$ cat src/sv/bkms_pkg.sv
`timescale 1ns / 1ps
`default_nettype none

package bkms_pkg;

  // Field widths of the item channels and the configuration register
  localparam int FUNC_W  = 2;
  localparam int HASH_W  = 32;
  localparam int RANK_W  = 10;
  localparam int COUNT_W = 11;
  localparam int SIZE_W  = 11;

  // Default sizing
  localparam int CAPACITY_DEF  = 1024;
  localparam int HASH_BITS_DEF = 32;

  // Fan-in of one node of the registered reduction tree
  localparam int TREE_FANIN = 32;

  // Operation codes
  localparam logic [FUNC_W-1:0] FUNC_INSERT = 2'd0;
  localparam logic [FUNC_W-1:0] FUNC_READ   = 2'd1;
  localparam logic [FUNC_W-1:0] FUNC_CLEAR  = 2'd2;

  // Sketch size after reset
  localparam logic [SIZE_W-1:0] SIZE_RESET = 11'd1024;

  // Broadcast from the controller to every cell
  typedef struct packed {
    logic              shift_en;
    logic [RANK_W-1:0] rank;
  } bkms_cell_ctl_t;

  // Number of nodes at a given level of the tree (level 0 is the leaves)
  function automatic int tree_nodes(int n, int lvl);
    int m;
    m = n;
    for (int i = 0; i < lvl; i++) begin
      m = (m + TREE_FANIN - 1) / TREE_FANIN;
    end
    return m;
  endfunction

  // Number of registered levels needed to reduce n leaves to one node
  function automatic int tree_levels(int n);
    int m;
    int l;
    m = n;
    l = 0;
    while (m > 1) begin
      m = (m + TREE_FANIN - 1) / TREE_FANIN;
      l++;
    end
    return l;
  endfunction

endpackage

`default_nettype wire

$ cat src/sv/bkms_cell.sv
`timescale 1ns / 1ps
`default_nettype none

// One slot of the sorted chain. Holds the entry at rank IDX and shifts it
// to the right neighbor when a smaller hash is inserted in front of it.
module bkms_cell #(
  parameter int IDX = 0,
  parameter int CW  = 11,
  parameter int SW  = 32,
  parameter int IW  = 10
) (
  input  logic                     clk,
  input  bkms_pkg::bkms_cell_ctl_t ctl_i,
  input  logic [CW-1:0]            count_i,
  input  logic [SW-1:0]            h_i,
  input  logic [SW-1:0]            left_val_i,
  input  logic                     left_lt_i,
  output logic [SW-1:0]            val_o,
  output logic                     lt_o,
  output logic [SW+1:0]            leaf_o
);
  import bkms_pkg::*;

  logic [SW-1:0] val_r;
  logic [SW-1:0] val_nxt;
  logic          vld;
  logic          lt;
  logic          hit;
  logic          gt;
  logic          sel;

  // Occupancy follows from the held count: entries fill ranks from zero
  assign vld = (CW'(IDX) < count_i);
  assign lt  = vld && (val_r < h_i);
  assign hit = vld && (val_r == h_i);
  assign gt  = vld && (val_r > h_i);
  assign sel = vld && (IW'(ctl_i.rank) == IW'(IDX));

  // Leaf for the reduction tree: duplicate, larger entry, read data
  assign leaf_o = {hit, gt, (sel ? val_r : '0)};
  assign val_o  = val_r;
  assign lt_o   = lt;

  // Take the new hash at the insert point, shift behind it, hold before it
  always_comb begin
    val_nxt = val_r;
    if (ctl_i.shift_en) begin
      if (!left_lt_i) begin
        val_nxt = left_val_i;
      end else if (!lt) begin
        val_nxt = h_i;
      end
    end
  end

  always_ff @(posedge clk) begin
    val_r <= val_nxt;
  end

endmodule

`default_nettype wire

$ cat config.mk
export PLATFORM = sky130hd
export DESIGN_NAME = bkms_cell
export DESIGN_NICKNAME = d
export VERILOG_FILES = /design/src/sv/bkms_pkg.sv /design/src/sv/bkms_cell.sv
export SDC_FILE = /design/constraint.sdc
export NUM_CORES = 1
export LEC_CHECK = 0
export ABC_AREA = 1
export BUFFER_PORTS_ARGS = -buffer_cell sky130_fd_sc_hd__buf_2
export CAP_MARGIN = 20
export CELL_PAD_IN_SITES_DETAIL_PLACEMENT = 1
export CELL_PAD_IN_SITES_GLOBAL_PLACEMENT = 1
export CORE_UTILIZATION = 33
export DETAILED_ROUTE_END_ITERATION = 7
export PLACE_DENSITY = 0.95
export SLEW_MARGIN = 20
export SYNTH_ARGS = -nofsm -noshare
export SYNTH_HDL_FRONTEND = slang
export SYNTH_SLANG_ARGS = --single-unit
$ cat constraint.sdc
create_clock -name clk -period 5.4 [get_ports clk]
set_input_delay 1.08 -clock clk [delete_from_list [all_inputs] [get_ports clk]]
set_output_delay 1.08 -clock clk [all_outputs]
set_load 0.01 [all_outputs]
== After elaboration in Yosys (flattened, before gate mapping) ==
Cells that the tools add are included.

* Flip-flop bits (word level): 32
* Output and inout port bits: 67
* Logic and storage cells: 15

* Magnitude comparators: 3
* Equal/unequal tests: 2
* Multiplexer cells: 3
* Reductions and logical operators: 6

{| class="wikitable"
|+ Operators by type and width
! cell !! number
|-
| $mux W32 || 3
|-
| $eq A32 B32 Y1 || 1
|-
| $gt A32 B32 Y1 || 1
|-
| $lt A32 B32 Y1 || 1
|-
| $lt A1 B11 Y1 const A || 1
|-
| $logic_not A10 Y1 || 1
|-
| $logic_and A1 B1 Y1 || 4
|-
| $ne A2 B2 Y1 const B || 1
|-
| $reduce_and A2 Y1 || 1
|}

== Longest topological paths before layout ==
Gate-level depths: netlist of the first run.

* Word-level depth: 4
* Mapped depth: 16
* Gate-level depth less buffers: 15

== Least setup slack after synthesis of the first run ==
Ideal clock, no wire load.

* Path type: in2out
* From: input h_i[31]
* To: output leaf_o[32]
* Data arrival time: 2.185 ns
* Required time: 4.320 ns
* Path slack: 2.135 ns
* Cell stages on the path: 11
* Path through: inv_1 > ha_1 > nand2_1 > nor2_1 > nand4_1 > nor2_1 > nand2_1 > nand2_1 > nand2_1 > nor2_1 > buf_4

* Longest elaborated chain between the ends: 2

{| class="wikitable"
|+ Ends and longest elaborated chain
! item !! line !! text
|-
| start: declaration || bkms_cell.sv:15 || <nowiki>input logic [SW-1:0] h_i,</nowiki>
|-
| $gt A32 B32 Y1 || bkms_cell.sv:36 || <nowiki>assign gt = vld && (val_r > h_i);</nowiki>
|-
| $logic_and A1 B1 Y1 || bkms_cell.sv:36 ||
|-
| end: declaration || bkms_cell.sv:20 || <nowiki>output logic [SW+1:0] leaf_o</nowiki>
|}

Every way passes these cells.

== Worst setup path after layout of the first run ==
* From: input ctl_i[7] (netlist name)
* To: output leaf_o[29]

* Longest elaborated chain between the ends: 3

{| class="wikitable"
|+ Ends and longest elaborated chain
! item !! line !! text
|-
| start: declaration || bkms_cell.sv:13 || <nowiki>input bkms_pkg::bkms_cell_ctl_t ctl_i,</nowiki>
|-
| $logic_not A10 Y1 || bkms_cell.sv:37 || <nowiki>assign sel = vld && (IW'(ctl_i.rank) == IW'(IDX));</nowiki>
|-
| $logic_and A1 B1 Y1 || bkms_cell.sv:37 ||
|-
| $mux W32 || bkms_cell.sv:40 || <nowiki>assign leaf_o = {hit, gt, (sel ? val_r : '0)};</nowiki>
|}

Every way passes these cells.

==> impl_metrics.env, run 1 <==
export IMPL_outcome="completed"
export IMPL_yosysSeqAreaShare_pct=36.69
export IMPL_p_leak_uw=0.002029
export IMPL_antennaDiodeCount=0
export IMPL_worstSkewPairLatency_ps=290
export IMPL_power_share_sequential_pct=46.0
export IMPL_clock_fmax_mhz=252.0
export IMPL_synthXorXnorAreaFrac_pct=0
export IMPL_yosys_area_share_simple_pct=24.27
export IMPL_antenna_found_initial=0
export IMPL_final_cell_mix="154 x buf_2, 74 x inv_1, 48 x nor2_1"
export IMPL_synth_cell_area_um2=2619
export IMPL_p_total_uw=683.0
export IMPL_final_common_cell="buf_2"
export IMPL_worstPathCellList="buf_2 > nor4_2 > nand4_2 > buf_4 > nor2_2 > buf_2"
export IMPL_gp_congestion=0.7178
export IMPL_fin_skew_ps=9.067
export IMPL_clk_pin_slew_ps=80
export IMPL_maxCapViolCount=0
export IMPL_worst_path_max_fanout=19
export IMPL_timing_final_crit_share_pct=73.49
export IMPL_min_period_ps=3968
export IMPL_hold_class="in2reg"
export IMPL_rrSetupSlack_ps=2580
export IMPL_synth_top_family_by_area="simple AND/OR/NAND/NOR gates"
export IMPL_finalHoldViolations=0
export IMPL_cts_tree="built"
export IMPL_drtPass1Iterations=6
export IMPL_nets=601
export IMPL_syn_to_final_growth_pct=35.26
export IMPL_core_rowCount=32
export IMPL_min_to="val_o[0]"
export IMPL_worstHoldStart="left_val_i[0]"
export IMPL_p_int_uw=465.2
export IMPL_start_util_pct=34.07
export IMPL_fp_dieH_um=91.08
export IMPL_synth_compound_area_share_pct=9.651
export IMPL_ir_worst_vdd_uv=80.63
export IMPL_grt_use_total_pct=19.48
export IMPL_grt_pass1_vias=2885
export IMPL_hold_depth=2
export IMPL_cts_resized=0
export IMPL_grt_pass1_wl_um=12760
export IMPL_crit_slowest_cell="nand4_2"
export IMPL_synth_cells=329
export IMPL_avgSynthCellArea_um2=7.960
export IMPL_crit_path_end_kind="primary output"
export IMPL_tightest_slew_ps=739.7
export IMPL_reg2reg_depth=10
export IMPL_sw_frac_of_total_pct=31.89
export IMPL_ctsHoldBuffers=0
export IMPL_p_per_area_nw_per_um2=192.8
export IMPL_drive_gt1_share_pct=41.49
export IMPL_largest_reg_flops=32
export IMPL_wl_per_cell_um=13.46
export IMPL_cts_sinks=32
export IMPL_cts_buffer_depth=2
export IMPL_slew_violations=0
export IMPL_cts_made_buffers=5
export IMPL_ys_ff_latch=32
export IMPL_crit_required_ps=4320
export IMPL_detailroute_via_count=2675
export IMPL_design_die_area_um2=8296
export IMPL_grt_max_degree=65
export IMPL_route_detailed_drc=0
export IMPL_regToRegStartpoint="val_o[31]"
export IMPL_io_pins=155
export IMPL_cp_common_cell="buf_2"
export IMPL_synth_mux_area_share_pct=0.4300
export IMPL_p_comb_share_pct=26.9
export IMPL_viasPerCell=4.580
export IMPL_crit_arrival_ps=2890
export IMPL_core_area_um2=7687
export IMPL_overflow=0
export IMPL_cts_htree_levels=2
export IMPL_ant_nets=0
export IMPL_yosys_warnings=0
export IMPL_synthDistinctLibCells=22
export IMPL_io_buffers=154
export IMPL_clkPwrFrac_pct=27.2
export IMPL_synthAdderAreaFrac_pct=15.29
export IMPL_first_iter_violations=71
export IMPL_drt_total_wl_um=7860
export IMPL_setup_tns_ps=0
export IMPL_switching_power_uw=217.8
export IMPL_dp_hpwl_um=6541
export IMPL_fill_cells=1019
export IMPL_finalSetupViolations=0
export IMPL_root_buffer="clkbuf_8"
export IMPL_cpPeakStageDelay_ps=600
export IMPL_cts_setup_buffers=0
export IMPL_worstSetupPathType="in2out"
export IMPL_synth_nets=449
export IMPL_worst_slew_margin_rel_pct=50.63
export IMPL_rsz0062_at_grt="false"
export IMPL_start_kind="input pin"
export IMPL_r2r_end="val_o[9]"
export IMPL_die_w_um=91.08
worst max-delay path by stage:
stage / to / slack (ps) / depth (start not counted) / start
global placement: leaf_o[0] / 1490 / 6 / ctl_i[7]
floorplan: leaf_o[32] / 2130 / 11 / h_i[31]
finish: leaf_o[29] / 1430 / 6 / ctl_i[7]
CTS: leaf_o[5] / 1390 / 6 / ctl_i[7]
global route: leaf_o[0] / 1310 / 6 / ctl_i[7]
detailed placement: leaf_o[5] / 1390 / 6 / ctl_i[7]
metrics by stage:
| stage | util, % | std cells | setup slack, ps | instance area (µm²) | hold WS [ps] |
|---|---|---|---|---|---|
| 2_1_floorplan | - | 329 | 2135 | 2619 | 1300 |
| 3_3_place_gp | 45.00 | 576 | 1494 | 3460 | 1388 |
| 3_5_place_dp | 45.00 | 576 | 1387 | 3460 | 1396 |
| 4_1_cts | 46.08 | 584 | 1385 | 3542 | 1101 |
| 5_1_grt | 46.08 | 584 | 1311 | 3542 | 1099 |
| 6_report | 46.08 | 584 | 1432 | 3542 | 1107 |
layer usage:
metal / vias up / track usage, % / share of wire (%)
li1: 1345 / - / -
met1: 1222 / 20.66 / 40
met2: 99 / 38.76 / 54
met3: 9 / 2.848 / 4.8
met4: 0 / 6.349 / 1.4
met5: - / 0 / 0
layout make-up:
type / count / area [µm²] / share of cell area [%]
clock inverter: 3 / 13.76 / 0.3886
sequential: 32 / 960.9 / 27.13
timing repair buffer: 157 / 793.3 / 22.39
inverter: 74 / 277.8 / 7.842
clock buffer: 5 / 68.82 / 1.943
multi-input combinational: 211 / 1300 / 36.70
tap: 102 / 127.6 / 3.603
cells by family (layout without fill, tap and decap cells):
family,after synthesis,after routing
and+or+nand+nor,129,129
buffers and inverters,86,239
AOI/OAI and AO/OA,49,49
adders and majority gates,32,32
DFF,32,32
muxes,1,1
power by group through the flow:
stage / Combinational (µW) / Clock, µW / Sequential (µW)
finish: 184 / 185 / 314
global route: 209 / 197 / 317
CTS: 187 / 192 / 314
detailed placement: 186 / 0 / 320
global placement: 175 / 0 / 318
floorplan: 96.3 / 0 / 326
worst max-delay path: cells and delay by family:
| kind | cells | cell delay [ps] |
|---|---|---|
| buffers and inverters | 3 | 710 |
| AND/OR/NAND/NOR | 3 | 1070 |
cell usage after synthesis:
| cell type | count | area (µm²) |
|---|---|---|
| a21oi_1 | 44 | 220.2 |
| nand2_1 | 39 | 146.4 |
| nor2_4 | 2 | 22.52 |
| nor2_2 | 28 | 175.2 |
| nor4_2 | 3 | 37.54 |
| nand4_1 | 4 | 25.02 |
| a21o_1 | 2 | 15.01 |
| edfxtp_1 | 32 | 960.9 |
| buf_6 | 3 | 33.78 |
| nor2_1 | 48 | 180.2 |
| buf_1 | 3 | 11.26 |
| ha_1 | 32 | 400.4 |
| nor4_4 | 1 | 21.27 |
| nand3_1 | 2 | 10.01 |
| nor3_1 | 1 | 5.000 |
| o21a_1 | 1 | 7.510 |
| inv_1 | 74 | 277.8 |
| buf_2 | 4 | 20.02 |
| nand4_2 | 1 | 12.51 |
| buf_4 | 2 | 15.01 |
| mux2_2 | 1 | 11.26 |
| o21ai_0 | 2 | 10.01 |
Power figures use the tool's default switching activity.
==> inputs of run 2 (changes only) <==
- CORE_UTILIZATION: 33 -> 27
- PLACE_DENSITY: 0.95 -> 0.84
- clock period: 5.4 -> 3.61 ns (I/O delays scaled with it)
==> impl_metrics.env, run 2 (synthesis results as in run 1) <==
export IMPL_crit_path_end_kind="primary output"
export IMPL_clk_pin_slew_ps=70
export IMPL_reg2reg_depth=10
export IMPL_power_share_sequential_pct=46.3
export IMPL_crit_arrival_ps=2090
export IMPL_first_iter_violations=19
export IMPL_grt_pass1_wl_um=12320
export IMPL_root_buffer="clkbuf_8"
export IMPL_start_util_pct=28.08
export IMPL_switching_power_uw=317.1
export IMPL_finalSetupViolations=0
export IMPL_cts_tree="built"
export IMPL_worst_path_max_fanout=2
export IMPL_fp_dieH_um=100.5
export IMPL_nets=603
export IMPL_antenna_found_initial=0
export IMPL_dp_hpwl_um=6539
export IMPL_clock_fmax_mhz=356.0
export IMPL_clkPwrFrac_pct=26.6
export IMPL_cts_resized=0
export IMPL_fill_cells=1193
export IMPL_cts_sinks=32
export IMPL_path_buf_inv=3
export IMPL_wl_per_cell_um=12.67
export IMPL_ctsHoldBuffers=0
export IMPL_ir_worst_vdd_uv=121.3
export IMPL_grt_pass1_vias=2670
export IMPL_maxCapViolCount=0
export IMPL_grt_use_total_pct=15.86
export IMPL_ant_nets=0
export IMPL_grt_max_degree=33
export IMPL_rsz0062_at_grt="false"
export IMPL_route_detailed_drc=0
export IMPL_hold_class="in2reg"
export IMPL_largest_reg_flops=32
export IMPL_outcome="completed"
export IMPL_cts_setup_buffers=0
export IMPL_worstPathCellList="buf_2 > inv_1 > ha_1 > nand2_1 > nor2_1 > nand4_1 > nor2_1 > nand2_1 > nand2_1 > nand2_1 > nor2_1 > buf_2"
export IMPL_setup_tns_ps=0
export IMPL_slew_violations=0
export IMPL_instances_no_fill=613
export IMPL_crit_slowest_cell="ha_1"
export IMPL_drt_total_wl_um=7764
export IMPL_syn_to_final_growth_pct=37.60
export IMPL_sw_frac_of_total_pct=31.27
export IMPL_worstSetupPathType="in2out"
export IMPL_core_rowCount=35
export IMPL_p_int_uw=697.1
export IMPL_overflow=0
export IMPL_gp_congestion=0.7726
export IMPL_final_common_cell="buf_2"
export IMPL_antennaDiodeCount=0
export IMPL_drive_gt1_share_pct=41.74
export IMPL_dp_cells=605
export IMPL_cpLargestDelayFamily="simple AND/OR/NAND/NOR gates"
export IMPL_core_area_um2=9328
export IMPL_worst_slew_margin_rel_pct=66.06
export IMPL_cpPeakStageDelay_ps=290
export IMPL_fin_skew_ps=2.615
export IMPL_design_die_area_um2=10100
export IMPL_p_comb_share_pct=27.1
export IMPL_p_per_area_nw_per_um2=281.5
export IMPL_final_cell_mix="154 x buf_2, 74 x inv_1, 48 x nor2_1"
export IMPL_min_period_ps=2809
export IMPL_tightest_slew_ps=509.1
export IMPL_viasPerCell=4.334
export IMPL_timing_final_crit_share_pct=77.81
export IMPL_io_buffers=154
export IMPL_cts_htree_levels=2
export IMPL_die_w_um=100.5
export IMPL_worstSkewPairLatency_ps=280
export IMPL_start_kind="input pin"
export IMPL_hold_depth=2
export IMPL_p_leak_uw=0.002046
export IMPL_crit_required_ps=2890
export IMPL_finalHoldViolations=0
export IMPL_detailroute_via_count=2657
export IMPL_drtPass1Iterations=4
export IMPL_cp_common_cell="nand2_1"
export IMPL_cts_made_buffers=5
export IMPL_cts_buffer_depth=2
export IMPL_io_pins=155
export IMPL_cp_num_cells=12
run 2: cell types whose count changed in the layout (fill, tap and decap cells not counted), sizes merged:
| cell | delta |
|---|---|
| buf | +2 |
run 2: final timing paths:
| check | startpoint | end | slack (ps) |
|---|---|---|---|
| max | h_i[31] | leaf_o[32] | 800 |
| max reg2reg | val_o[31] | val_o[29] | 1450 |
| min | left_val_i[0] | val_o[0] | 750 |
| min reg2reg | val_o[30] | val_o[12] | 1420 |
run 2: layout make-up:
class / instances / area [µm²] / share of cell area, %
clock buffers: 5 / 68.82 / 1.910
clock inverters: 3 / 13.76 / 0.3819
flip-flops and latches: 32 / 960.9 / 26.67
repair buffers: 159 / 820.8 / 22.78
multi-input cells: 211 / 1300 / 36.08
well taps: 129 / 161.4 / 4.479
inverters: 74 / 277.8 / 7.708
run 2: power by group through the flow:
| stage | Clock (µW) | Combinational, µW | Sequential (µW) |
|---|---|---|---|
| 6_report | 270 | 275 | 470 |
| 3_5_place_dp | 0 | 281 | 479 |
| 5_1_grt | 294 | 317 | 474 |
| 4_1_cts | 279 | 283 | 470 |
| 2_1_floorplan | 0 | 144 | 487 |
| 3_3_place_gp | 0 | 270 | 476 |
run 2: layer usage:
metal	GRT usage, %	vias to the layer above	share of wire [%]
met5	0	-	0
met2	30.24	93	53
met1	17.92	1206	41
met3	3.190	6	5.2
li1	-	1352	-
met4	3.902	0	0.80
run 2: worst reg2reg max path: cells and delay by family, from the launching register on:
| family | cells | cell delay [ps] |
|---|---|---|
| fa+ha+maj | 1 | 330 |
| buf+inv | 2 | 340 |
| flops | 1 | 440 |
| simple gates | 7 | 750 |
run 2: per-stage QoR:
stage | area, µm² | utilization, % | hold slack, ps | setup WS, ps | total power (µW)
final | 3603 | 38.63 | 752.6 | 801.0 | 1014
after global routing | 3603 | 38.63 | 735.4 | 628.0 | 1085
after CTS | 3603 | 38.63 | 741.5 | 759.2 | 1032
after detailed placement | 3521 | 37.75 | 1040 | 760.6 | 759.5
after global placement | 3521 | 37.75 | 1030 | 777.8 | 746.2
after floorplan | 2619 | - | 941.8 | 948.2 | 631.2
